**config.mk**
```make
export PLATFORM = sky130hd
export DESIGN_NAME = review_schedule_table_top_flat
export DESIGN_NICKNAME = d
export VERILOG_FILES = /design/src/hw/rtl/rvs_pkg.sv /design/src/hw/rtl/rvs_cmd_if.sv /design/src/hw/rtl/rvs_res_if.sv /design/src/hw/rtl/rvs_ram.sv /design/src/hw/rtl/rvs_cmp.sv /design/src/hw/rtl/review_schedule_table_top.sv /design/src/flat_wrapper.sv
export SDC_FILE = /design/constraint.sdc
export NUM_CORES = 2
export LEC_CHECK = 0
export BUFFER_PORTS_ARGS = -buffer_cell sky130_fd_sc_hd__buf_2
export CAP_MARGIN = 20
export CORE_MARGIN = 8
export CORE_UTILIZATION = 54
export CTS_CLUSTER_DIAMETER = 60
export DETAILED_ROUTE_END_ITERATION = 7
export GPL_ROUTABILITY_DRIVEN = 0
export PLACE_DENSITY = 0.7
export SKIP_LAST_GASP = 1
export SLEW_MARGIN = 20
export SYNTH_ARGS = -nofsm -noshare
export SYNTH_HDL_FRONTEND = slang
export SYNTH_SLANG_ARGS = --single-unit
```
**constraint.sdc**
```tcl
create_clock -name clk -period 9.1 [get_ports clk]
set_input_delay 1.82 -clock clk [delete_from_list [all_inputs] [get_ports clk]]
set_output_delay 1.82 -clock clk [all_outputs]
set_load 0.02 [all_outputs]
```
**src/hw/rtl/rvs_pkg.sv**
```systemverilog
`timescale 1ns / 1ps
package rvs_pkg;

  localparam int PAGE_W  = 16;
  localparam int STEP_W  = 3;
  localparam int DAY_W   = 20;
  localparam int DUE_W   = DAY_W + 1;
  localparam int WORD_W  = PAGE_W + STEP_W + DAY_W;
  localparam int MAX_RESULTS = 32;

  typedef logic [1:0] kind_t;
  localparam kind_t KIND_ADD    = 2'd0;
  localparam kind_t KIND_REVIEW = 2'd1;
  localparam kind_t KIND_DUE    = 2'd2;

  typedef struct packed {
    logic             due;
    logic             earlier;
    logic [DUE_W-1:0] due_day;
  } cmp_t;

  function automatic logic [8:0] interval_of(input logic [STEP_W-1:0] s);
    logic [8:0] r;
    case (s)
      3'd0: r = 9'd1;
      3'd1: r = 9'd3;
      3'd2: r = 9'd7;
      3'd3: r = 9'd14;
      3'd4: r = 9'd30;
      3'd5: r = 9'd90;
      3'd6: r = 9'd180;
      default: r = 9'd365;
    endcase
    return r;
  endfunction

endpackage

```
**src/hw/rtl/rvs_cmd_if.sv**
```systemverilog
`timescale 1ns / 1ps
interface rvs_cmd_if;
  logic        valid;
  logic        ready;
  logic [1:0]  kind;
  logic [15:0] page;
  logic [19:0] day;
  logic [4:0]  entry_index;
  logic [5:0]  max_out;

  modport source (output valid, kind, page, day, entry_index, max_out, input ready);
  modport sink (input valid, kind, page, day, entry_index, max_out, output ready);
endinterface

```
**src/hw/rtl/rvs_res_if.sv**
```systemverilog
`timescale 1ns / 1ps
interface rvs_res_if;
  logic        valid;
  logic        ready;
  logic [4:0]  due_index;
  logic        due_valid;
  logic [5:0]  due_total;
  logic        accepted;
  logic [15:0] next_page;
  logic [5:0]  entry_count;
  logic        last;

  modport source (output valid, due_index, due_valid, due_total, accepted, next_page,
                  entry_count, last, input ready);
  modport sink (input valid, due_index, due_valid, due_total, accepted, next_page,
                entry_count, last, output ready);
endinterface

```
**src/hw/rtl/rvs_ram.sv**
```systemverilog
`timescale 1ns / 1ps
module rvs_ram #(
  parameter int WIDTH = 8,
  parameter int DEPTH = 32
) (
  input  logic                     clk,
  input  logic                     we,
  input  logic [$clog2(DEPTH)-1:0] waddr,
  input  logic [WIDTH-1:0]         wdata,
  input  logic                     re,
  input  logic [$clog2(DEPTH)-1:0] raddr,
  output logic [WIDTH-1:0]         rdata
);
  logic [WIDTH-1:0] mem [DEPTH];

  always_ff @(posedge clk) begin
    if (we) begin
      mem[waddr] <= wdata;
    end
    if (re) begin
      rdata <= mem[raddr];
    end
  end
endmodule

```
**src/hw/rtl/rvs_cmp.sv**
```systemverilog
`timescale 1ns / 1ps
// Shared compare unit: due test of one entry and its order against the best so far.
module rvs_cmp #(
  parameter int STEP_COUNT = 8
) (
  input  logic [rvs_pkg::WORD_W-1:0] word,
  input  logic [rvs_pkg::DAY_W-1:0]  day,
  input  logic [rvs_pkg::DUE_W-1:0]  best_due,
  input  logic [rvs_pkg::DAY_W-1:0]  best_start,
  input  logic [rvs_pkg::PAGE_W-1:0] best_page,
  output rvs_pkg::cmp_t              res
);
  logic [rvs_pkg::PAGE_W-1:0] page;
  logic [rvs_pkg::STEP_W-1:0] step;
  logic [rvs_pkg::DAY_W-1:0]  start;
  logic [rvs_pkg::DUE_W-1:0]  dd;

  assign page  = word[rvs_pkg::WORD_W-1 -: rvs_pkg::PAGE_W];
  assign step  = word[rvs_pkg::DAY_W +: rvs_pkg::STEP_W];
  assign start = word[rvs_pkg::DAY_W-1:0];
  assign dd    = rvs_pkg::DUE_W'(start) + rvs_pkg::DUE_W'(rvs_pkg::interval_of(step));

  always_comb begin
    res.due_day = dd;
    res.due     = (32'(step) < STEP_COUNT) && (rvs_pkg::DUE_W'(day) >= dd);
    res.earlier = (dd < best_due) ||
                  ((dd == best_due) && ((start < best_start) ||
                   ((start == best_start) && (page < best_page))));
  end
endmodule

```
**src/hw/rtl/review_schedule_table_top.sv**
```systemverilog
`timescale 1ns / 1ps
// Spaced-review schedule table.
// Commands arrive on cmd (valid/ready); results leave on res (valid/ready), one beat
// per result, the final beat of each command flagged by last. cmd.ready is high only
// while the sequencer is idle; one command is worked at a time.
// The table sits in one RAM with a write port and a registered read port, walked one entry
// at a time (address, then registered data into the shared compare unit).
// A due list first takes one pass over the table to count the due entries; each emitted
// beat after that is a fresh minimum search over the table.
// A result beat holds in the output register until res.ready; the walk waits there,
// so a stalled receiver simply stretches the command.
// Reset empties the table and clears the highest page; no clearing pass is needed,
// as entries at or beyond the count are never read.
module review_schedule_table_top #(
  parameter int TABLE_DEPTH = 32,
  parameter int STEP_COUNT  = 8
) (
  input logic      clk,
  input logic      rst,
  rvs_cmd_if.sink  cmd,
  rvs_res_if.source res
);
  localparam int IW = $clog2(TABLE_DEPTH);
  localparam int CW = $clog2(TABLE_DEPTH + 1);
  localparam int EW = 7;

  typedef enum logic [4:0] {
    S_IDLE = 5'b00001,
    S_RD   = 5'b00010,
    S_CHK  = 5'b00100,
    S_APP  = 5'b01000,
    S_OUT  = 5'b10000
  } state_t;

  state_t state;
  logic [CW-1:0] total;
  logic [rvs_pkg::PAGE_W-1:0] highest;

  rvs_pkg::kind_t             kind_q;
  logic [rvs_pkg::PAGE_W-1:0] page_q;
  logic [rvs_pkg::DAY_W-1:0]  day_q;
  logic [5:0]                 max_q;
  logic [IW-1:0]              idx;
  logic                       phase;
  logic [TABLE_DEPTH-1:0]     due_bits;
  logic [TABLE_DEPTH-1:0]     taken;
  logic [CW-1:0]              cnt;
  logic [EW-1:0]              emit;
  logic [EW-1:0]              k;
  logic                       have_best;
  logic [IW-1:0]              best_idx;
  logic [rvs_pkg::DUE_W-1:0]  best_due;
  logic [rvs_pkg::DAY_W-1:0]  best_start;
  logic [rvs_pkg::PAGE_W-1:0] best_page;

  logic [4:0] o_idx;
  logic       o_dv;
  logic [5:0] o_total;
  logic       o_acc;
  logic       o_last;

  logic                       we;
  logic [IW-1:0]              waddr;
  logic [rvs_pkg::WORD_W-1:0] wdata;
  logic [rvs_pkg::WORD_W-1:0] rdata;
  logic [rvs_pkg::PAGE_W-1:0] rd_page;
  logic [rvs_pkg::STEP_W-1:0] rd_step;
  logic [rvs_pkg::DAY_W-1:0]  rd_start;
  logic [rvs_pkg::STEP_W-1:0] step_up;
  rvs_pkg::cmp_t              cmpo;

  logic          at_end;
  logic          room;
  logic          hit;
  logic          take;
  logic [IW-1:0] sel_idx;
  logic [CW-1:0] cnt_next;
  logic [EW-1:0] emit_next;

  assign rd_page  = rdata[rvs_pkg::WORD_W-1 -: rvs_pkg::PAGE_W];
  assign rd_step  = rdata[rvs_pkg::DAY_W +: rvs_pkg::STEP_W];
  assign rd_start = rdata[rvs_pkg::DAY_W-1:0];
  assign step_up  = (32'(rd_step) + 1 < STEP_COUNT) ? rd_step + 3'd1 : rd_step;

  assign at_end   = (CW'(idx) + CW'(1)) == total;
  assign room     = 32'(total) < TABLE_DEPTH;
  assign hit      = rd_page == page_q;
  assign take     = due_bits[idx] && !taken[idx] && (!have_best || cmpo.earlier);
  assign sel_idx  = take ? idx : best_idx;
  assign cnt_next = cnt + CW'(cmpo.due);

  always_comb begin
    emit_next = EW'(cnt_next);
    if (EW'(max_q) < emit_next) begin
      emit_next = EW'(max_q);
    end
    if (EW'(rvs_pkg::MAX_RESULTS) < emit_next) begin
      emit_next = EW'(rvs_pkg::MAX_RESULTS);
    end
  end

  always_comb begin
    we    = 1'b0;
    waddr = idx;
    wdata = {page_q, 3'd0, day_q};
    if (state == S_APP) begin
      we    = room;
      waddr = IW'(total);
    end else if (state == S_CHK && kind_q == rvs_pkg::KIND_ADD) begin
      we = hit;
    end else if (state == S_CHK && kind_q == rvs_pkg::KIND_REVIEW) begin
      we    = 1'b1;
      wdata = {rd_page, step_up, rd_start};
    end
  end

  rvs_ram #(
    .WIDTH(rvs_pkg::WORD_W),
    .DEPTH(TABLE_DEPTH)
  ) u_ram (
    .clk  (clk),
    .we   (we),
    .waddr(waddr),
    .wdata(wdata),
    .re   (state == S_RD),
    .raddr(idx),
    .rdata(rdata)
  );

  rvs_cmp #(
    .STEP_COUNT(STEP_COUNT)
  ) u_cmp (
    .word      (rdata),
    .day       (day_q),
    .best_due  (best_due),
    .best_start(best_start),
    .best_page (best_page),
    .res       (cmpo)
  );

  always_ff @(posedge clk) begin
    if (rst) begin
      state   <= S_IDLE;
      total   <= '0;
      highest <= '0;
    end else begin
      case (state)
        S_IDLE: begin
          if (cmd.valid) begin
            kind_q    <= cmd.kind;
            page_q    <= cmd.page;
            day_q     <= cmd.day;
            max_q     <= cmd.max_out;
            due_bits  <= '0;
            taken     <= '0;
            cnt       <= '0;
            phase     <= 1'b0;
            have_best <= 1'b0;
            k         <= '0;
            idx       <= '0;
            o_idx     <= '0;
            o_dv      <= 1'b0;
            o_total   <= '0;
            o_last    <= 1'b1;
            case (cmd.kind)
              rvs_pkg::KIND_ADD: begin
                if (cmd.page > highest) begin
                  highest <= cmd.page;
                end
                state <= (total == '0) ? S_APP : S_RD;
              end
              rvs_pkg::KIND_REVIEW: begin
                if (32'(cmd.entry_index) < 32'(total)) begin
                  idx   <= IW'(cmd.entry_index);
                  state <= S_RD;
                end else begin
                  o_acc <= 1'b0;
                  state <= S_OUT;
                end
              end
              rvs_pkg::KIND_DUE: begin
                if (total == '0) begin
                  o_acc <= 1'b1;
                  state <= S_OUT;
                end else begin
                  state <= S_RD;
                end
              end
              default: begin
                o_acc <= 1'b0;
                state <= S_OUT;
              end
            endcase
          end
        end
        S_RD: begin
          state <= S_CHK;
        end
        S_CHK: begin
          case (kind_q)
            rvs_pkg::KIND_ADD: begin
              if (hit) begin
                o_acc <= 1'b1;
                state <= S_OUT;
              end else if (at_end) begin
                state <= S_APP;
              end else begin
                idx   <= idx + IW'(1);
                state <= S_RD;
              end
            end
            rvs_pkg::KIND_REVIEW: begin
              o_acc <= 1'b1;
              state <= S_OUT;
            end
            default: begin
              if (!phase) begin
                if (cmpo.due) begin
                  due_bits[idx] <= 1'b1;
                end
                cnt <= cnt_next;
                if (at_end) begin
                  emit    <= emit_next;
                  o_total <= 6'(cnt_next);
                  o_acc   <= 1'b1;
                  if (emit_next == '0) begin
                    state <= S_OUT;
                  end else begin
                    phase <= 1'b1;
                    idx   <= '0;
                    state <= S_RD;
                  end
                end else begin
                  idx   <= idx + IW'(1);
                  state <= S_RD;
                end
              end else begin
                if (take) begin
                  have_best  <= 1'b1;
                  best_idx   <= idx;
                  best_due   <= cmpo.due_day;
                  best_start <= rd_start;
                  best_page  <= rd_page;
                end
                if (at_end) begin
                  // The winner of this pass is final; retire it from later passes.
                  taken[sel_idx] <= 1'b1;
                  o_idx          <= 5'(sel_idx);
                  o_dv           <= 1'b1;
                  o_last         <= (k + EW'(1)) == emit;
                  k              <= k + EW'(1);
                  state          <= S_OUT;
                end else begin
                  idx   <= idx + IW'(1);
                  state <= S_RD;
                end
              end
            end
          endcase
        end
        S_APP: begin
          if (room) begin
            total <= total + CW'(1);
            o_acc <= 1'b1;
          end else begin
            o_acc <= 1'b0;
          end
          state <= S_OUT;
        end
        S_OUT: begin
          if (res.ready) begin
            if (!o_last) begin
              idx       <= '0;
              have_best <= 1'b0;
              state     <= S_RD;
            end else begin
              state <= S_IDLE;
            end
          end
        end
        default: begin
          state <= S_IDLE;
        end
      endcase
    end
  end

  assign cmd.ready       = state == S_IDLE;
  assign res.valid       = state == S_OUT;
  assign res.due_index   = o_idx;
  assign res.due_valid   = o_dv;
  assign res.due_total   = o_total;
  assign res.accepted    = o_acc;
  assign res.next_page   = highest + 16'd1;
  assign res.entry_count = 6'(total);
  assign res.last        = o_last;
endmodule

```
**src/flat_wrapper.sv**
```systemverilog
// flat-port wrapper written by rule: the top's interface ports become plain ports
module review_schedule_table_top_flat 
#(
  parameter int TABLE_DEPTH = 32,
  parameter int STEP_COUNT  = 8
)
  (clk, rst, cmd_valid, cmd_kind, cmd_page, cmd_day, cmd_entry_index, cmd_max_out, cmd_ready, res_valid, res_due_index, res_due_valid, res_due_total, res_accepted, res_next_page, res_entry_count, res_last, res_ready);
  rvs_cmd_if cmd_i ();
  rvs_res_if res_i ();
  input logic clk;
  input logic rst;
  input wire logic [$bits(cmd_i.valid)-1:0] cmd_valid;
  input wire logic [$bits(cmd_i.kind)-1:0] cmd_kind;
  input wire logic [$bits(cmd_i.page)-1:0] cmd_page;
  input wire logic [$bits(cmd_i.day)-1:0] cmd_day;
  input wire logic [$bits(cmd_i.entry_index)-1:0] cmd_entry_index;
  input wire logic [$bits(cmd_i.max_out)-1:0] cmd_max_out;
  output wire logic [$bits(cmd_i.ready)-1:0] cmd_ready;
  output wire logic [$bits(res_i.valid)-1:0] res_valid;
  output wire logic [$bits(res_i.due_index)-1:0] res_due_index;
  output wire logic [$bits(res_i.due_valid)-1:0] res_due_valid;
  output wire logic [$bits(res_i.due_total)-1:0] res_due_total;
  output wire logic [$bits(res_i.accepted)-1:0] res_accepted;
  output wire logic [$bits(res_i.next_page)-1:0] res_next_page;
  output wire logic [$bits(res_i.entry_count)-1:0] res_entry_count;
  output wire logic [$bits(res_i.last)-1:0] res_last;
  input wire logic [$bits(res_i.ready)-1:0] res_ready;
  assign cmd_i.valid = cmd_valid;
  assign cmd_i.kind = cmd_kind;
  assign cmd_i.page = cmd_page;
  assign cmd_i.day = cmd_day;
  assign cmd_i.entry_index = cmd_entry_index;
  assign cmd_i.max_out = cmd_max_out;
  assign cmd_ready = cmd_i.ready;
  assign res_valid = res_i.valid;
  assign res_due_index = res_i.due_index;
  assign res_due_valid = res_i.due_valid;
  assign res_due_total = res_i.due_total;
  assign res_accepted = res_i.accepted;
  assign res_next_page = res_i.next_page;
  assign res_entry_count = res_i.entry_count;
  assign res_last = res_i.last;
  assign res_i.ready = res_ready;
  review_schedule_table_top #(.TABLE_DEPTH(TABLE_DEPTH), .STEP_COUNT(STEP_COUNT)) u_core (.clk(clk), .rst(rst), .cmd(cmd_i), .res(res_i));
endmodule
```
Word-level counts from Yosys, hierarchy flattened --
Memories as Yosys holds them, arrays and structs flattened. A register that Yosys moved wholly into a read port is not among the register bits. Cells that the tools add are included.
Storage, ports and cells: register bits after elaboration 238, RAM bits 1248, input port bits 53, output and inout port bits 38, logic and storage cells 233, memories kept 1
Memory list:
- u_core.u_ram.mem | depth 32, width 39, rd ports 1, clocked after Yosys merged registers in 1, write ports 1, RTL line rvs_ram.sv:14 | logic [WIDTH-1:0] mem [DEPTH];
Cells by class: $add $sub $neg 9, order comparisons 14, equal/unequal tests 37, mux-type cells 106, bitwise logic cells 5, reductions and logical operators 37
Operators with widths (count):
- 32-bit 2-to-1 mux | 7
- 32-bit case mux with 2 select lines | 2
- 5-bit 2-to-1 mux | 25
- 39-bit 2-to-1 mux | 3
- 32-bit bitwise OR | 2
- 9-bit case mux with 7 select lines | 1
- 6-bit 2-to-1 mux | 8
- 32-bit by 4-bit < comparator with 1-bit output (second input constant) | 1
- 1-bit 2-to-1 mux | 32
- 5-bit case mux with 2 select lines | 3
- 5-bit case mux with 3 select lines | 2
- 7-bit 2-to-1 mux | 4
- 5-bit case mux with 5 select lines | 1
- 6-bit case mux with 2 select lines | 2
- 20-bit by 9-bit adder with 21-bit output | 1
- 21-bit equality test | 1
- 20-bit by 21-bit greater-or-equal comparator with 1-bit output | 1
- 21-bit < comparator | 1
- 20-bit equality test | 1
- 20-bit < comparator | 1
- 6-bit AND reduction | 3
- 16-bit by 1-bit adder with 16-bit output (second input constant) | 1
- 16-bit equality test | 1
- 16-bit greater-than comparator | 1
- 58 further kinds | 103

Depth between registers and ports, before layout --
depth in word-level cells 18, depth in mapped cells 40, gate-level depth less buffers 39

Cells and area by module --
A second synthesis with hierarchy kept.
Second synthesis, totals: cell total of the unflattened synthesis 4181, area total of the unflattened synthesis 65101.2 µm²
Modules (own cells, without submodules):
- rvs_ram | instances 1, cells each 2744, area an instance 49890.3 µm², sequential area each 38647.1 µm²
- review_schedule_table_top | instances 1, cells each 1060, area an instance 12478.2 µm², sequential area each 6846.6 µm²
- rvs_cmp | instances 1, cells each 377, area an instance 2732.6 µm², sequential area each 0.0 µm²

Worst setup path before layout --
No wires, ideal clock.
path type register -> register, from register u_core.u_ram.rdata[20] (read register of u_core.u_ram.mem), to register u_core.idx[0] (enable), library setup time 376 ps, data arrival time 7241 ps, required time 8724 ps, path slack 1483 ps, cell stages (with the launch flop) 39, buffers on the path 2, period minus slack after synthesis 7617 ps, cells stage by stage edfxtp_1 > inv_1 > ha_1 > nor3_1 > o21ba_2 > inv_1 > ha_1 > a21o_1 > a21oi_1 > o21bai_1 > a21oi_1 > o21bai_1 > a21oi_1 > o21bai_1 > a21oi_1 > nor2_1 > and3_1 > clkbuf_1 > [3 not listed] > or4_1 > nor3_1 > a41o_1 > nor3_1 > nor2_1 > ha_1 > ha_1 > inv_1 > ha_1 > a21o_1 > a21o_1 > a21o_1 > a21o_1 > a21oi_1 > clkbuf_1 > mux2i_1 > nor2_1 > a211oi_1
Between the ends: cells in the longest elaborated chain, start to end 12, elaborated cells on any way between the ends 18, classes of those cells add/sub (2); order compare (3); eq/ne (7); mux (3); reduce/logical (3)
Ends and longest elaborated chain:
- from (decl) | RTL line rvs_ram.sv:12 | output logic [WIDTH-1:0] rdata
- 3-bit equality test, or another cell as far along | RTL line rvs_pkg.sv:24 | case (s)
- 9-bit case mux with 7 select lines (*) | RTL line rvs_pkg.sv:24
- 20-bit by 9-bit adder with 21-bit output (*) | RTL line rvs_cmp.sv:21 | assign dd = rvs_pkg::DUE_W'(start) + rvs_pkg::DUE_W'(rvs_pkg::interval_of(step));
- 20-bit by 21-bit greater-or-equal comparator with 1-bit output (*) | RTL line rvs_cmp.sv:25 | res.due = (32'(step) < STEP_COUNT) && (rvs_pkg::DUE_W'(day) >= dd);
- 6-bit by 1-bit adder with 6-bit output (*) | RTL line review_schedule_table_top.sv:90 | assign cnt_next = cnt + CW'(cmpo.due);
- 6-bit < comparator | RTL line review_schedule_table_top.sv:94 | if (EW'(max_q) < emit_next) begin
- 6-bit 2-to-1 mux (*) | RTL line review_schedule_table_top.sv:94
- 6-bit < comparator | RTL line review_schedule_table_top.sv:97 | if (EW'(rvs_pkg::MAX_RESULTS) < emit_next) begin
- 6-bit 2-to-1 mux (*) | RTL line review_schedule_table_top.sv:97
- 7-bit logical NOT (*) | RTL line review_schedule_table_top.sv:226 | if (emit_next == '0) begin
- 5-bit by 4-bit != test with 1-bit output (no source line) (*)
- 8-bit AND reduction (no source line) (*)
- to (signal assigned) | RTL line review_schedule_table_top.sv:208 | idx <= idx + IW'(1);
- to (signal assigned) | RTL line review_schedule_table_top.sv:234 | idx <= idx + IW'(1);
- to (signal assigned) | RTL line review_schedule_table_top.sv:254 | idx <= idx + IW'(1);
- to (decl) | RTL line review_schedule_table_top.sv:43 | logic [IW-1:0] idx;
Mark *: on every way between the ends. The rest lies on a longest branch, timed or not. A chain may end at the register's enable or synchronous reset.

Worst setup path in the final report --
from register u_core.u_ram.rdata[20] (read register of u_core.u_ram.mem), to register u_core.idx[4] (enable)
Same word-level chain as after synthesis.

==> metrics <==
status finished clean; detailed placement HPWL 88,400 um; EDFF count, synth 1,497; CTS tree done; Final WS setup 0.571 ns; maximum vdd drop 0.182 mV; net switching power 4.57 mW; hold buffer count at CTS 0; # setup viols final 0; most common cell after layout, fill and taps aside edfxtp_1; Slew @ Worst Pin 1.18 ns; synthesis-to-finish area growth 12.0%; fin. max-slew vios 0; CTS H-tree depth 4; Seq pwr share 47.9%; fin crit share 93.7%; DRT iter0 DRCs 4,696; Non-Filler Instances 5,120; Yosys top cell by area edfxtp_1; cts bufs inserted 152; clock tree buffer depth 3; Critical Path End Type register; nets@finish 3,650; top_reg_cell synth edfxtp_1; clk_lat worst skew 0.77 ns; Seq/Total Area, Yosys 72.8%; Avg Inst Size Synth 18.8 um^2; dpl cells 4,836; initial antenna violation count 5; CTS Root Buffer Type clkbuf_16; peak fanout along the critical path 10; post-synth top area share 71.9%; Reg clk slew, reported paths 0.06 ns; synth warn 0; largest family of logic cells by synthesized area multiplexers; worst rel slew slack 21.2%; Worst path slowest cell edfxtp_1; first-pass GRT wire length 236,000 um; routed via count 34.2k; layout cells sized above 1 22.6%; clock sinks 1,524; I/O pin count 91; Syn Inst Count 3,329; worst slack at placement 0.212 ns; register bit count reported by yosys 1,524; port bufs 90; post-synthesis mux area share 13.0%; hold depth 0; Hold WC Path Type reg -> reg; post-synth cell types 86; Netlist Area Pre-Place 62,500 um^2; WP data required 9.50 ns; Simple-Gate Fraction of Synth Area 3.88%; adder-cell area share of the yosys netlist 2.44%; global route hottest layer met2; Max Cap Violations 0; Initial Util 54.6%; Final Hold Fails 0; std cell rows 124; Worst path max stage delay 0.51 ns; Total GRT Usage 25.7%; CP Class reg -> reg; number of remaining DRC errors 0; XOR/XNOR Fraction of Synth Area 1.30%; Comb power frac 16.3%; Compound-Gate Fraction of Synth Area 4.56%; core area 115,000 um^2; Routed WL per cell 32.3 um; met2 GRT Util 41.7%; Die Ht 356 um; CP most frequent cell ha_1; FFs w/ async S/R, synth 0%; CP Launch Type register; RSZ-0062 raised after global routing false; number of global-route vias before repair 33.8k; most frequent cells in the layout edfxtp_1 (1,497), mux4_2 (316), clkbuf_16 (155); met1 GRT Util 35.7%; final clock skew 0.0273 ns; fmax 117 MHz; ANT nets after route 0; vias per cell 6.68; Overflow after GRT 0; die width 356 um; 1st-pass router iterations 5; worst-case hold slack 0.499 ns; synth top area cells edfxtp_1 (72%), mux4_2 (11%), ha_1 (2.3%); WL final 165,000 um; Power Internal 12.8 mW; Reg2Reg Depth 37; setup TNS 0 ns; syn_nets 3,500; Clock power frac 35.8%; critical path arrival 8.93 ns; Die ar. 127,000 um^2; static leakage 22.4 nW; Final min period 8.53 ns; pwr dens 248 nW/um^2; Filler cells 7,943; M3 GR Usage 4.91%; Switching Share 26.4%; largest net degree at the start of global routing 128
## worst paths after layout
| kind | start | to | slack, ns |
|---|---|---|---|
| worst max-delay path | u_core.u_ram.rdata[20] | u_core.idx[4] | 0.57 |
| worst max register to register | u_core.u_ram.rdata[20] | u_core.idx[4] | 0.57 |
| worst min register to register | u_core.u_ram.rdata[0] | u_core.best_start[0] | 0.50 |
| worst min-delay path | u_core.u_ram.rdata[0] | u_core.best_start[0] | 0.50 |
## cells by family after synthesis
group | count (synthesis)
XOR/XNOR | 89
AND/OR/NAND/NOR | 499
flip-flops | 1524
multiplexers | 399
AO/OA/AOI/OAI | 409
adder cells (fa/ha/maj) | 122
buffers and inverters | 287
## registers in the layout, summed over array words and instances, names as in the netlist, 2 cells and up
name	count
u_core.u_ram.mem	1248
u_core.u_ram.rdata	39
u_core.due_bits	32
u_core.taken	32
u_core.best_due	21
u_core.best_start	20
u_core.day_q	20
u_core.best_page	16
u_core.highest	16
u_core.page_q	16
u_core.k	7
u_core.cnt	6
u_core.emit	6
u_core.max_q	6
u_core.res.due_total	6
u_core.res.entry_count	6
u_core.best_idx	5
u_core.idx	5
u_core.res.due_index	5
u_core.state	5
u_core.kind_q	2
## synthesized netlist by cell type (21+ instances only)
| cell type | number |
|---|---|
| clkbuf_1 | 100 |
| edfxtp_1 | 1497 |
| o221ai_1 | 35 |
| ha_1 | 117 |
| mux4_2 | 316 |
| xnor2_1 | 65 |
| nor3_1 | 29 |
| a21o_1 | 26 |
| o21ai_0 | 33 |
| nand3_1 | 34 |
| dfxtp_1 | 27 |
| inv_1 | 119 |
| a21oi_1 | 88 |
| a22oi_1 | 140 |
| nand4_1 | 61 |
| nand2_1 | 120 |
| buf_1 | 36 |
| nor2_1 | 160 |
| mux2i_1 | 34 |
| xor2_1 | 21 |
| mux2_2 | 41 |
## repair_timing
| item | CTS | global route |
|---|---|---|
| endpoints found under the hold margin | 0 | 0 |
| buffers inserted | 0 | 0 |
| gates resized for setup | 0 | 3 |
| setup endpoints to repair | 0 | 7 |
## critical path: cells and delay by family (launching register included)
| kind | cells | cell delay [ns] |
|---|---|---|
| flops | 1 | 0.51 |
| compound gates | 16 | 3.30 |
| xor+xnor | 1 | 0.14 |
| simple gates | 9 | 1.84 |
| mux | 1 | 0.26 |
| buf+inv | 4 | 0.49 |
| fa+ha+maj | 6 | 1.60 |
## power by group through the flow
stage	registers [mW]	clock network, mW	logic [mW]
after floorplan	8.35	0	1.97
after global placement	8.42	0	2.72
after detailed placement	8.43	0	2.80
after CTS	8.28	6.26	2.82
after global routing	8.30	6.52	3.02
final	8.29	6.20	2.83
## layout make-up
class,count,area [um^2],share of cell area [%]
Sequential cell,1524,45500,65.0
Multi-Input combinational cell,1518,16100,23.0
Clock buffer,187,4000,5.71
Tap cell,1512,1890,2.70
Timing Repair Buffer,163,1110,1.58
Clock inverter,94,931,1.33
Inverter,120,450,0.644
Antenna cell,2,5.00,0.00715
## layer usage
| layer | routed length [um] | vias to the layer above | share of wire, % |
|---|---|---|---|
| met3 | 17600 | 328 | 11 |
| met1 | 63000 | 17800 | 38 |
| li1 | - | 13900 | - |
| met5 | 0 | - | 0 |
| met2 | 79800 | 2148 | 48 |
| met4 | 4820 | 0 | 2.9 |
## metrics by stage
stage	instance area [um^2]	utilization, %	power (mW)
3_5_place_dp	65000	56.8	11.2
3_3_place_gp	64900	56.7	11.1
2_1_floorplan	62500	-	10.3
4_1_cts	69900	61.1	17.4
6_report	70000	61.1	17.3
5_1_grt	70000	61.1	17.8
No activity file was read; power rests on OpenSTA's default activity.
